### config.mk
export PLATFORM = sky130hd
export DESIGN_NAME = bitmap_run_allocator_core
export DESIGN_NICKNAME = d
export VERILOG_FILES = /design/src/bra_pkg.sv /design/src/bra_ctrl.sv /design/src/bra_dp.sv /design/src/bitmap_run_allocator_core.sv
export VERILOG_INCLUDE_DIRS = /design/src /design/src/src
export SDC_FILE = /design/constraint.sdc
export NUM_CORES = 1
export LEC_CHECK = 0
export ABC_AREA = 0
export BUFFER_PORTS_ARGS = -buffer_cell sky130_fd_sc_hd__buf_2
export CORE_MARGIN = 4
export CORE_UTILIZATION = 30
export CTS_CLUSTER_DIAMETER = 40
export DETAILED_ROUTE_END_ITERATION = 16
export PLACE_DENSITY = 0.47
export SLEW_MARGIN = 15
export SYNTH_ARGS = -nofsm -noshare
export SYNTH_HDL_FRONTEND = slang
export SYNTH_SLANG_ARGS = --single-unit
### constraint.sdc
create_clock -name clock -period 13.3 [get_ports clock]
set_input_delay 1.995 -clock clock [delete_from_list [all_inputs] [get_ports clock]]
set_output_delay 1.995 -clock clock [all_outputs]
set_load 0.05 [all_outputs]
### src/bitmap_run_allocator_core_assert.svh
// ----------------------------------------------------------------------------
// Bitmap run allocator assertion macros
// Shared concurrent assertion forms, clocked on clock, quiet during reset.
// ----------------------------------------------------------------------------
`ifndef BITMAP_RUN_ALLOCATOR_CORE_ASSERT_SVH
`define BITMAP_RUN_ALLOCATOR_CORE_ASSERT_SVH

// Same-cycle implication.
`define BRA_ASSERT_IMPLIES(label, ante, cons, msg) \
   label: assert property (@(posedge clock) disable iff (reset) (ante) |-> (cons)) \
      else $error(msg);

// Next-cycle implication.
`define BRA_ASSERT_NEXT(label, ante, cons, msg) \
   label: assert property (@(posedge clock) disable iff (reset) (ante) |=> (cons)) \
      else $error(msg);

`endif

### src/bra_pkg.sv
// ----------------------------------------------------------------------------
// Bitmap run allocator package
// Command codes, controller states and the controller/datapath link types.
// ----------------------------------------------------------------------------
package bra_pkg;

   localparam logic [7:0] MAP_BYTES_RESET = 8'd128;

   typedef enum logic [1:0] {
      CMD_CLEAR = 2'd0,
      CMD_TEST  = 2'd1,
      CMD_WRITE = 2'd2,
      CMD_FIND  = 2'd3
   } cmd_type;

   typedef enum logic [3:0] {
      ST_INIT,
      ST_IDLE,
      ST_CLEAR,
      ST_TEST_RD,
      ST_TEST,
      ST_WRITE_RD,
      ST_WRITE,
      ST_FIND,
      ST_DONE
   } state_type;

   typedef enum logic [2:0] {
      DP_IDLE,
      DP_INIT,
      DP_CLEAR,
      DP_READ,
      DP_TEST,
      DP_WRITE,
      DP_FIND
   } dp_op_type;

   typedef struct packed {
      dp_op_type op;
      logic      load;   // latch request word, reset per-item state
      logic      post;   // move result into output register
   } ctl_cmd_type;

   typedef struct packed {
      cmd_type req_cmd;
      logic    req_idx_ok;
      logic    req_len_bad;
      logic    init_last;
      logic    clear_last;
      logic    scan_done;
      logic    out_free;
   } dp_status_type;

endpackage

### src/bra_ctrl.sv
// ----------------------------------------------------------------------------
// Bitmap run allocator controller
// Sequences reset sweep, clear, test, write and run search over the datapath.
// ----------------------------------------------------------------------------
`include "bitmap_run_allocator_core_assert.svh"

module bra_ctrl (
   input  logic                   clock,
   input  logic                   reset,
   input  logic                   req_tvalid,
   output logic                   req_tready,
   input  bra_pkg::dp_status_type status,
   output bra_pkg::ctl_cmd_type   ctl
);

   bra_pkg::state_type state_ff;
   bra_pkg::state_type state_in;

   always_ff @(posedge clock) begin
      if (reset) begin
         state_ff <= bra_pkg::ST_INIT;
      end else begin
         state_ff <= state_in;
      end
   end

   // Next state
   always_comb begin
      state_in = state_ff;
      case (state_ff)
         bra_pkg::ST_INIT: begin
            if (status.init_last) state_in = bra_pkg::ST_IDLE;
         end
         bra_pkg::ST_IDLE: begin
            if (req_tvalid) begin
               case (status.req_cmd)
                  bra_pkg::CMD_CLEAR: state_in = bra_pkg::ST_CLEAR;
                  bra_pkg::CMD_TEST: begin
                     state_in = status.req_idx_ok ? bra_pkg::ST_TEST_RD : bra_pkg::ST_DONE;
                  end
                  bra_pkg::CMD_WRITE: begin
                     state_in = status.req_idx_ok ? bra_pkg::ST_WRITE_RD : bra_pkg::ST_DONE;
                  end
                  bra_pkg::CMD_FIND: begin
                     state_in = status.req_len_bad ? bra_pkg::ST_DONE : bra_pkg::ST_FIND;
                  end
                  default: state_in = bra_pkg::ST_DONE;
               endcase
            end
         end
         bra_pkg::ST_CLEAR: begin
            if (status.clear_last) state_in = bra_pkg::ST_DONE;
         end
         bra_pkg::ST_TEST_RD:  state_in = bra_pkg::ST_TEST;
         bra_pkg::ST_TEST:     state_in = bra_pkg::ST_DONE;
         bra_pkg::ST_WRITE_RD: state_in = bra_pkg::ST_WRITE;
         bra_pkg::ST_WRITE:    state_in = bra_pkg::ST_DONE;
         bra_pkg::ST_FIND: begin
            if (status.scan_done) state_in = bra_pkg::ST_DONE;
         end
         bra_pkg::ST_DONE: begin
            if (status.out_free) state_in = bra_pkg::ST_IDLE;
         end
         default: state_in = bra_pkg::ST_INIT;
      endcase
   end

   // Outputs
   always_comb begin
      ctl.op     = bra_pkg::DP_IDLE;
      ctl.load   = 1'b0;
      ctl.post   = 1'b0;
      req_tready = 1'b0;
      case (state_ff)
         bra_pkg::ST_INIT:     ctl.op = bra_pkg::DP_INIT;
         bra_pkg::ST_IDLE: begin
            req_tready = 1'b1;
            ctl.load   = req_tvalid;
         end
         bra_pkg::ST_CLEAR:    ctl.op = bra_pkg::DP_CLEAR;
         bra_pkg::ST_TEST_RD:  ctl.op = bra_pkg::DP_READ;
         bra_pkg::ST_TEST:     ctl.op = bra_pkg::DP_TEST;
         bra_pkg::ST_WRITE_RD: ctl.op = bra_pkg::DP_READ;
         bra_pkg::ST_WRITE:    ctl.op = bra_pkg::DP_WRITE;
         bra_pkg::ST_FIND:     ctl.op = bra_pkg::DP_FIND;
         bra_pkg::ST_DONE:     ctl.post = status.out_free;
         default:              ctl.op = bra_pkg::DP_IDLE;
      endcase
   end

   `BRA_ASSERT_NEXT(a_scan_ends, (state_ff == bra_pkg::ST_FIND) && status.scan_done, state_ff == bra_pkg::ST_DONE, "search end did not lead to result")
   `BRA_ASSERT_IMPLIES(a_post_free, ctl.post, status.out_free, "result posted over a held word")

endmodule

### src/bra_dp.sv
// ----------------------------------------------------------------------------
// Bitmap run allocator datapath
// Map store, byte pointer, run counter, result and output registers.
// ----------------------------------------------------------------------------
`include "bitmap_run_allocator_core_assert.svh"

module bra_dp #(
   parameter int unsigned MAX_BYTES = 128
) (
   input  logic                   clock,
   input  logic                   reset,
   input  logic [1:0]             req_tuser,
   input  logic [23:0]            req_tdata,
   input  logic                   csr_valid,
   output logic                   csr_ready,
   input  logic [7:0]             csr_data,
   input  logic                   rsp_tready,
   output logic                   rsp_tvalid,
   output logic [15:0]            rsp_tdata,
   input  bra_pkg::ctl_cmd_type   ctl,
   output bra_pkg::dp_status_type status
);

   localparam int unsigned AW  = (MAX_BYTES > 1) ? $clog2(MAX_BYTES) : 1;
   localparam int unsigned PW  = $clog2(MAX_BYTES + 1);
   localparam int unsigned CAP = (MAX_BYTES > 255) ? 255 : MAX_BYTES;
   localparam logic [7:0]    CAP_B    = CAP[7:0];
   localparam logic [PW-1:0] LAST_PTR = PW'(MAX_BYTES - 1);

   logic [7:0]    map_bytes_ff, map_bytes_in;
   logic [7:0]    nbytes;
   logic [10:0]   nbits;
   logic [PW-1:0] nb_ptr;

   logic [9:0]    req_idx;
   logic          req_val;
   logic [10:0]   req_len;
   logic [9:0]    idx_ff;
   logic          val_ff;
   logic [10:0]   len_ff;

   logic [PW-1:0] ptr_ff, ptr_in;
   logic          pend_ff, pend_in;
   logic [7:0]    pbyte_ff;
   logic [10:0]   run_ff, run_in;
   logic          issue;

   logic [10:0]   run_v;
   logic          hit_v;
   logic [10:0]   start_v;

   logic          res_found_ff;
   logic [9:0]    res_start_ff;
   logic          res_state_ff;
   logic          rsp_valid_ff, rsp_valid_in;
   logic [15:0]   rsp_data_ff;

   logic [7:0]    mem [MAX_BYTES];
   logic [7:0]    rd_data_ff;
   logic          mem_we, mem_re;
   logic [AW-1:0] mem_addr;
   logic [7:0]    mem_wdata;
   logic [7:0]    bit_mask;

   assign req_idx = req_tdata[9:0];
   assign req_val = req_tdata[10];
   assign req_len = req_tdata[21:11];

   // Active map size, clamped to the store
   assign nbytes = (map_bytes_ff > CAP_B) ? CAP_B : map_bytes_ff;
   assign nbits  = {nbytes, 3'b000};
   assign nb_ptr = PW'(nbytes);

   assign csr_ready    = 1'b1;
   assign map_bytes_in = csr_valid ? csr_data : map_bytes_ff;

   assign issue = (ctl.op == bra_pkg::DP_FIND) && (ptr_ff < nb_ptr);

   // Byte pointer for sweeps and search
   always_comb begin
      ptr_in = ptr_ff;
      case (ctl.op)
         bra_pkg::DP_INIT:  ptr_in = (ptr_ff == LAST_PTR) ? '0 : ptr_ff + 1'b1;
         bra_pkg::DP_CLEAR: if (ptr_ff < nb_ptr) ptr_in = ptr_ff + 1'b1;
         bra_pkg::DP_FIND:  if (issue) ptr_in = ptr_ff + 1'b1;
         default:           ptr_in = ptr_ff;
      endcase
      if (ctl.load) ptr_in = '0;
   end

   // Walk the eight bits of the byte read last cycle
   always_comb begin
      run_v   = run_ff;
      hit_v   = 1'b0;
      start_v = '0;
      for (int b = 0; b < 8; b++) begin
         if (!hit_v) begin
            if (rd_data_ff[b]) begin
               run_v = '0;
            end else begin
               run_v = run_v + 11'd1;
               if (run_v == len_ff) begin
                  hit_v   = 1'b1;
                  start_v = {pbyte_ff, 3'(b)} + 11'd1 - len_ff;
               end
            end
         end
      end
   end

   assign pend_in = ctl.load ? 1'b0 : issue;
   assign run_in  = ctl.load ? '0 :
                    ((ctl.op == bra_pkg::DP_FIND) && pend_ff) ? run_v : run_ff;

   // Memory port
   assign bit_mask = 8'b1 << idx_ff[2:0];

   always_comb begin
      mem_we    = 1'b0;
      mem_re    = 1'b0;
      mem_addr  = ptr_ff[AW-1:0];
      mem_wdata = '0;
      case (ctl.op)
         bra_pkg::DP_INIT:  mem_we = 1'b1;
         bra_pkg::DP_CLEAR: mem_we = (ptr_ff < nb_ptr);
         bra_pkg::DP_READ: begin
            mem_re   = 1'b1;
            mem_addr = AW'(idx_ff[9:3]);
         end
         bra_pkg::DP_WRITE: begin
            mem_we    = 1'b1;
            mem_addr  = AW'(idx_ff[9:3]);
            mem_wdata = val_ff ? (rd_data_ff | bit_mask) : (rd_data_ff & ~bit_mask);
         end
         bra_pkg::DP_FIND:  mem_re = issue;
         default:           mem_re = 1'b0;
      endcase
   end

   always_ff @(posedge clock) begin
      if (mem_we) mem[mem_addr] <= mem_wdata;
      if (mem_re) rd_data_ff <= mem[mem_addr];
   end

   assign rsp_valid_in = ctl.post ? 1'b1 : (rsp_tready ? 1'b0 : rsp_valid_ff);

   // Control state
   always_ff @(posedge clock) begin
      if (reset) begin
         map_bytes_ff <= bra_pkg::MAP_BYTES_RESET;
         ptr_ff       <= '0;
         pend_ff      <= 1'b0;
         rsp_valid_ff <= 1'b0;
      end else begin
         map_bytes_ff <= map_bytes_in;
         ptr_ff       <= ptr_in;
         pend_ff      <= pend_in;
         rsp_valid_ff <= rsp_valid_in;
      end
   end

   // Payload
   always_ff @(posedge clock) begin
      run_ff <= run_in;
      if (issue) pbyte_ff <= 8'(ptr_ff);
      if (ctl.load) begin
         idx_ff       <= req_idx;
         val_ff       <= req_val;
         len_ff       <= req_len;
         res_found_ff <= 1'b0;
         res_start_ff <= '0;
         res_state_ff <= 1'b0;
      end else begin
         if (ctl.op == bra_pkg::DP_TEST) res_state_ff <= rd_data_ff[idx_ff[2:0]];
         if ((ctl.op == bra_pkg::DP_FIND) && pend_ff && hit_v) begin
            res_found_ff <= 1'b1;
            res_start_ff <= start_v[9:0];
         end
      end
      if (ctl.post) rsp_data_ff <= {4'b0000, res_state_ff, res_start_ff, res_found_ff};
   end

   assign rsp_tvalid = rsp_valid_ff;
   assign rsp_tdata  = rsp_data_ff;

   // Status toward the controller
   always_comb begin
      status.req_cmd     = bra_pkg::cmd_type'(req_tuser);
      status.req_idx_ok  = ({1'b0, req_idx} < nbits);
      status.req_len_bad = (req_len == 11'd0) || (req_len > nbits);
      status.init_last   = (ptr_ff == LAST_PTR);
      status.clear_last  = ({1'b0, ptr_ff} + 1'b1) >= {1'b0, nb_ptr};
      status.scan_done   = pend_ff && (hit_v || (({1'b0, pbyte_ff} + 9'd1) == {1'b0, nbytes}));
      status.out_free    = !rsp_valid_ff || rsp_tready;
   end

   `BRA_ASSERT_IMPLIES(a_found_no_bit, rsp_valid_ff && rsp_data_ff[0], !rsp_data_ff[11], "found and bit state both set")
   `BRA_ASSERT_IMPLIES(a_run_bound, ctl.op == bra_pkg::DP_FIND, run_ff <= len_ff, "free run count passed wanted length")

endmodule

### src/bitmap_run_allocator_core.sv
// ----------------------------------------------------------------------------
// Bitmap run allocator core
// First-fit allocation bitmap, one bit per resource, 1 used and 0 free.
// ----------------------------------------------------------------------------
// Request words (req_) carry one command each: clear the active map, test bit,
// write bit or find the lowest run of run_length free bits. Every request
// returns one word on rsp_. csr_ writes map_bytes, the active map size in
// bytes; write it only while no request is in flight.
// Per request, from accept to result in the output register: test and write
// read the map byte, then test or update the bit; clear sweeps the active map;
// find reads one map byte per cycle from the store until a hit or the map end;
// a find with zero or oversize length, or an out-of-map index, skips to the result.
// One request is worked at a time; the next request is taken as soon as the
// controller is back in idle, even while the previous result waits.
// After reset the whole store, all MAX_BYTES bytes, is swept to zero, one byte
// a cycle; req_tready stays low during that sweep.
// A stalled rsp_tready holds the result word; a finished request then waits
// before posting, and no new request is taken until it has posted.
// ----------------------------------------------------------------------------
module bitmap_run_allocator_core #(
   parameter int unsigned MAX_BYTES = 128
) (
   input  logic        clock,
   input  logic        reset,
   input  logic        req_tvalid,
   output logic        req_tready,
   input  logic [1:0]  req_tuser,   // [1:0] cmd
   input  logic [23:0] req_tdata,   // [9:0] bit_index, [10] bit_value, [21:11] run_length
   output logic        rsp_tvalid,
   input  logic        rsp_tready,
   output logic [15:0] rsp_tdata,   // [0] found, [10:1] start_index, [11] bit_state
   input  logic        csr_valid,
   output logic        csr_ready,
   input  logic [7:0]  csr_data     // map_bytes
);

   // Command and status link between the two halves
   bra_pkg::ctl_cmd_type   ctl;
   bra_pkg::dp_status_type status;

   // Sequence each request through its states
   bra_ctrl u_ctrl (
      .clock      (clock),
      .reset      (reset),
      .req_tvalid (req_tvalid),
      .req_tready (req_tready),
      .status     (status),
      .ctl        (ctl)
   );

   // Hold the map, the search counters and the result word
   bra_dp #(
      .MAX_BYTES (MAX_BYTES)
   ) u_dp (
      .clock      (clock),
      .reset      (reset),
      .req_tuser  (req_tuser),
      .req_tdata  (req_tdata),
      .csr_valid  (csr_valid),
      .csr_ready  (csr_ready),
      .csr_data   (csr_data),
      .rsp_tready (rsp_tready),
      .rsp_tvalid (rsp_tvalid),
      .rsp_tdata  (rsp_tdata),
      .ctl        (ctl),
      .status     (status)
   );

endmodule

==> impl_metrics.tcl <==
set metrics [dict create \
    num_rows 152 \
    drv_slew 0 \
    critPathKind "reg2reg" \
    clk_latency_ps 780 \
    grt_setup_unrepaired "false" \
    synthXorXnorAreaFrac_pct 2.49 \
    p_leak_nw 18.2 \
    grt_pass1_vias 35209 \
    cpPeakStageDelay_ps 700 \
    synth_edf_count 1074 \
    syn-instance-count 3989 \
    track_usage_pct 19.2 \
    synthesis.area_um2 52000 \
    overflow 0 \
    seq_area_frac_synth_pct 63.8 \
    async_flop_share_pct 0 \
    r2r_cells 39 \
    wirelength_mm 178 \
    avgSynthCellArea_um2 13.0 \
    routabilityCongestion 0.857 \
    cpMostUsedCell "xnor2_1" \
    worstPathRequired_ps 13960 \
    dr.pass1.iters 8 \
    power.density_nw_per_um2 189 \
    postCtsSetupBuffers 0 \
    synth_largest_area_cell "edfxtp_1" \
    die-area_um2 180000 \
    synth_adder_area_share_pct 1.72 \
    postCtsHoldBufs 0 \
    grt_max_degree 97 \
    cp_slowest_cell "nor4b_1" \
    wl_met1_mm 76.8 \
    start_util_pct 30.2 \
    min_period_over_period_pct 90.8 \
    hold_viol_final 0 \
    synth_compound_area_share_pct 18.0 \
    die_y_um 424 \
    timing.fmax_mhz 82.8 \
    coreArea_um2 172000 \
    numPortBuffers 50 \
    antenna_found_initial 2 \
    whs_path_depth 0 \
    layout_commonest_cell "edfxtp_1" \
    synth_area_leaders "edfxtp_1 62%, a22oi_1 4.6%, nor2_1 2.2%" \
    synth_top_family_by_area "compound AO/OA/AOI/OAI gates" \
    synth_mux_area_share_pct 0.886 \
    wire_per_inst_um 27.4 \
    tightestPinTransition_ps 1400 \
    finalSetupViolations 0 \
    worst_slew_margin_rel_pct 6.34 \
    root_buffer "clkbuf_16" \
    drtIter0Drc 3613 \
    via_per_inst 5.60 \
    die_w_um 424 \
    io_pins 58 \
    cts_tree "done" \
    hp-class "reg2reg" \
    fin_setup_tns_ps 0 \
    postLayoutCoreUtil_pct 35.4 \
    synth-seq-cells 1119 \
    yosysUniqueCellTypes 137 \
    finalNetCount 4176 \
    highest_layer "met5" \
    r2r_slack_ps 1230 \
    pre_cts_ws_ps 1340 \
    crit_path_start_kind "flip-flop" \
    diodes 0 \
    syn_to_final_growth_pct 17.0 \
    maxCapViolations 0 \
    ir_drop_uv 168 \
    cp_data_arrival_time_ps 12740 \
    cts.path.max_buffers 3 \
    path_max_fanout 16 \
    cts_resized 0 \
    end_kind "flip-flop" \
    final_antenna_net_count 0 \
    met2_length_mm 86.3 \
    cts.sinks 1119 \
    fin_hold_ws_ps 434 \
    setup_ws_ps 1230 \
    synth-simple-area-share_pct 10.4 \
    drc 0 \
    drive_above_1_share_pct 14.1 \
    vias 36464 \
    grt_pass1_wl_mm 256 \
    route.met3.wl_mm 10.7 \
    synth_top_area_share_pct 62.1 \
    placed_area_um2 55300 \
    finalClockSkew_ps 59.4 \
    ctsHtreeMaxLevel 4 \
    period_minus_slack_ps 12070 \
    dp_hpwl_mm 110 \
    ys.flop_type "edfxtp_1" \
    final_area_um2 60800 \
    most-common-layout-cells "1074 x edfxtp_1, 321 x a22oi_1, 292 x nor2_1, 215 x nand2_1, 165 x a21oi_1" \
    status "completed" \
    path_clk_slew_ps 50 \
    yosysWarnings 0 \
    cts_buffers 156 \
]
[Yosys cell counts, types with 30 or more instances]
master,count
xnor2_1,114
edfxtp_1,1074
and3_1,40
buf_1,44
inv_1,46
nand2_1,215
nand4_1,76
nor2_1,301
nor3_1,77
a21oi_1,165
nor4_1,36
a41oi_1,31
clkbuf_1,183
dfxtp_1,45
a31oi_1,71
ha_1,62
buf_2,31
o21ai_0,132
a221oi_1,55
a22o_1,76
a222oi_1,50
a22oi_1,321
or3_1,30
o211ai_1,36
nand3_1,85
[state kept, by name (all words and copies together), names as in the netlist]
signal             count
u_dp.mem            1024
u_dp.rsp_tdata        12
u_dp.map_bytes_ff      8
u_dp.ptr_ff            8
u_dp.res_found_ff      1
u_dp.val_ff            1
u_ctrl.state_ff        4
u_dp.rd_data_ff        8
u_dp.idx_ff           10
u_dp.res_start_ff     10
u_dp.run_ff           11
u_dp.pbyte_ff          8
u_dp.pend_ff           1
u_dp.rsp_tvalid        1
u_dp.len_ff           11
u_dp.res_state_ff      1
[logic make-up after synthesis]
group | count (synthesis)
AOI/OAI and AO/OA | 1239
DFF | 1119
and+or+nand+nor | 1041
buffers and inverters | 334
xor gates and xnor gates | 145
adders and majority gates | 68
muxes | 41
other | 2
[critical path, delay by kind of cell, from the launching register on]
family,cells,cell delay [ps]
compound gates,11,3400
xor+xnor,6,1010
fa+ha+maj,4,1400
buf+inv,4,750
flops,1,620
mux,1,320
simple gates,13,4480
[power by group]
part / internal [mW] / switching, mW / leakage [nW] / total, mW
sequential: 3.97 / 0.0897 / 9.01 / 4.06
combinational: 0.973 / 2.16 / 6.59 / 3.13
clock: 2.67 / 1.65 / 2.63 / 4.31
[per-stage QoR]
stage,power [mW],instances
global placement,7.24,6221
CTS,11.6,6511
detailed placement,7.24,6221
global route,11.9,6511
finish,11.5,6511
floorplan,5.90,3992
[metal layers]
| layer | up-vias | global-route usage [%] |
|---|---|---|
| li1 | 16271 | - |
| met1 | 18646 | 25.9 |
| met2 | 1325 | 32.1 |
| met3 | 220 | 2.96 |
| met4 | 2 | 5.16 |
| met5 | - | 0 |
[layout make-up]
cell class / count / area [um^2]
clock buffers: 171 / 4010
clock inverters: 119 / 1500
fillers: 16799 / 111000
inverters: 55 / 206
multi-input cells: 2539 / 17600
flip-flops and latches: 1119 / 33200
well taps: 2310 / 2890
repair buffers: 198 / 1440
[path summary, 6_finish.rpt]
path,from,to
setup / recovery,u_dp.run_ff[0],u_dp.res_start_ff[3]
hold / removal,u_dp.res_start_ff[2],u_dp.rsp_tdata[3]
setup reg to reg,u_dp.run_ff[0],u_dp.res_start_ff[3]
hold reg to reg,u_dp.res_start_ff[2],u_dp.rsp_tdata[3]
Power figures use the tool's default switching activity.
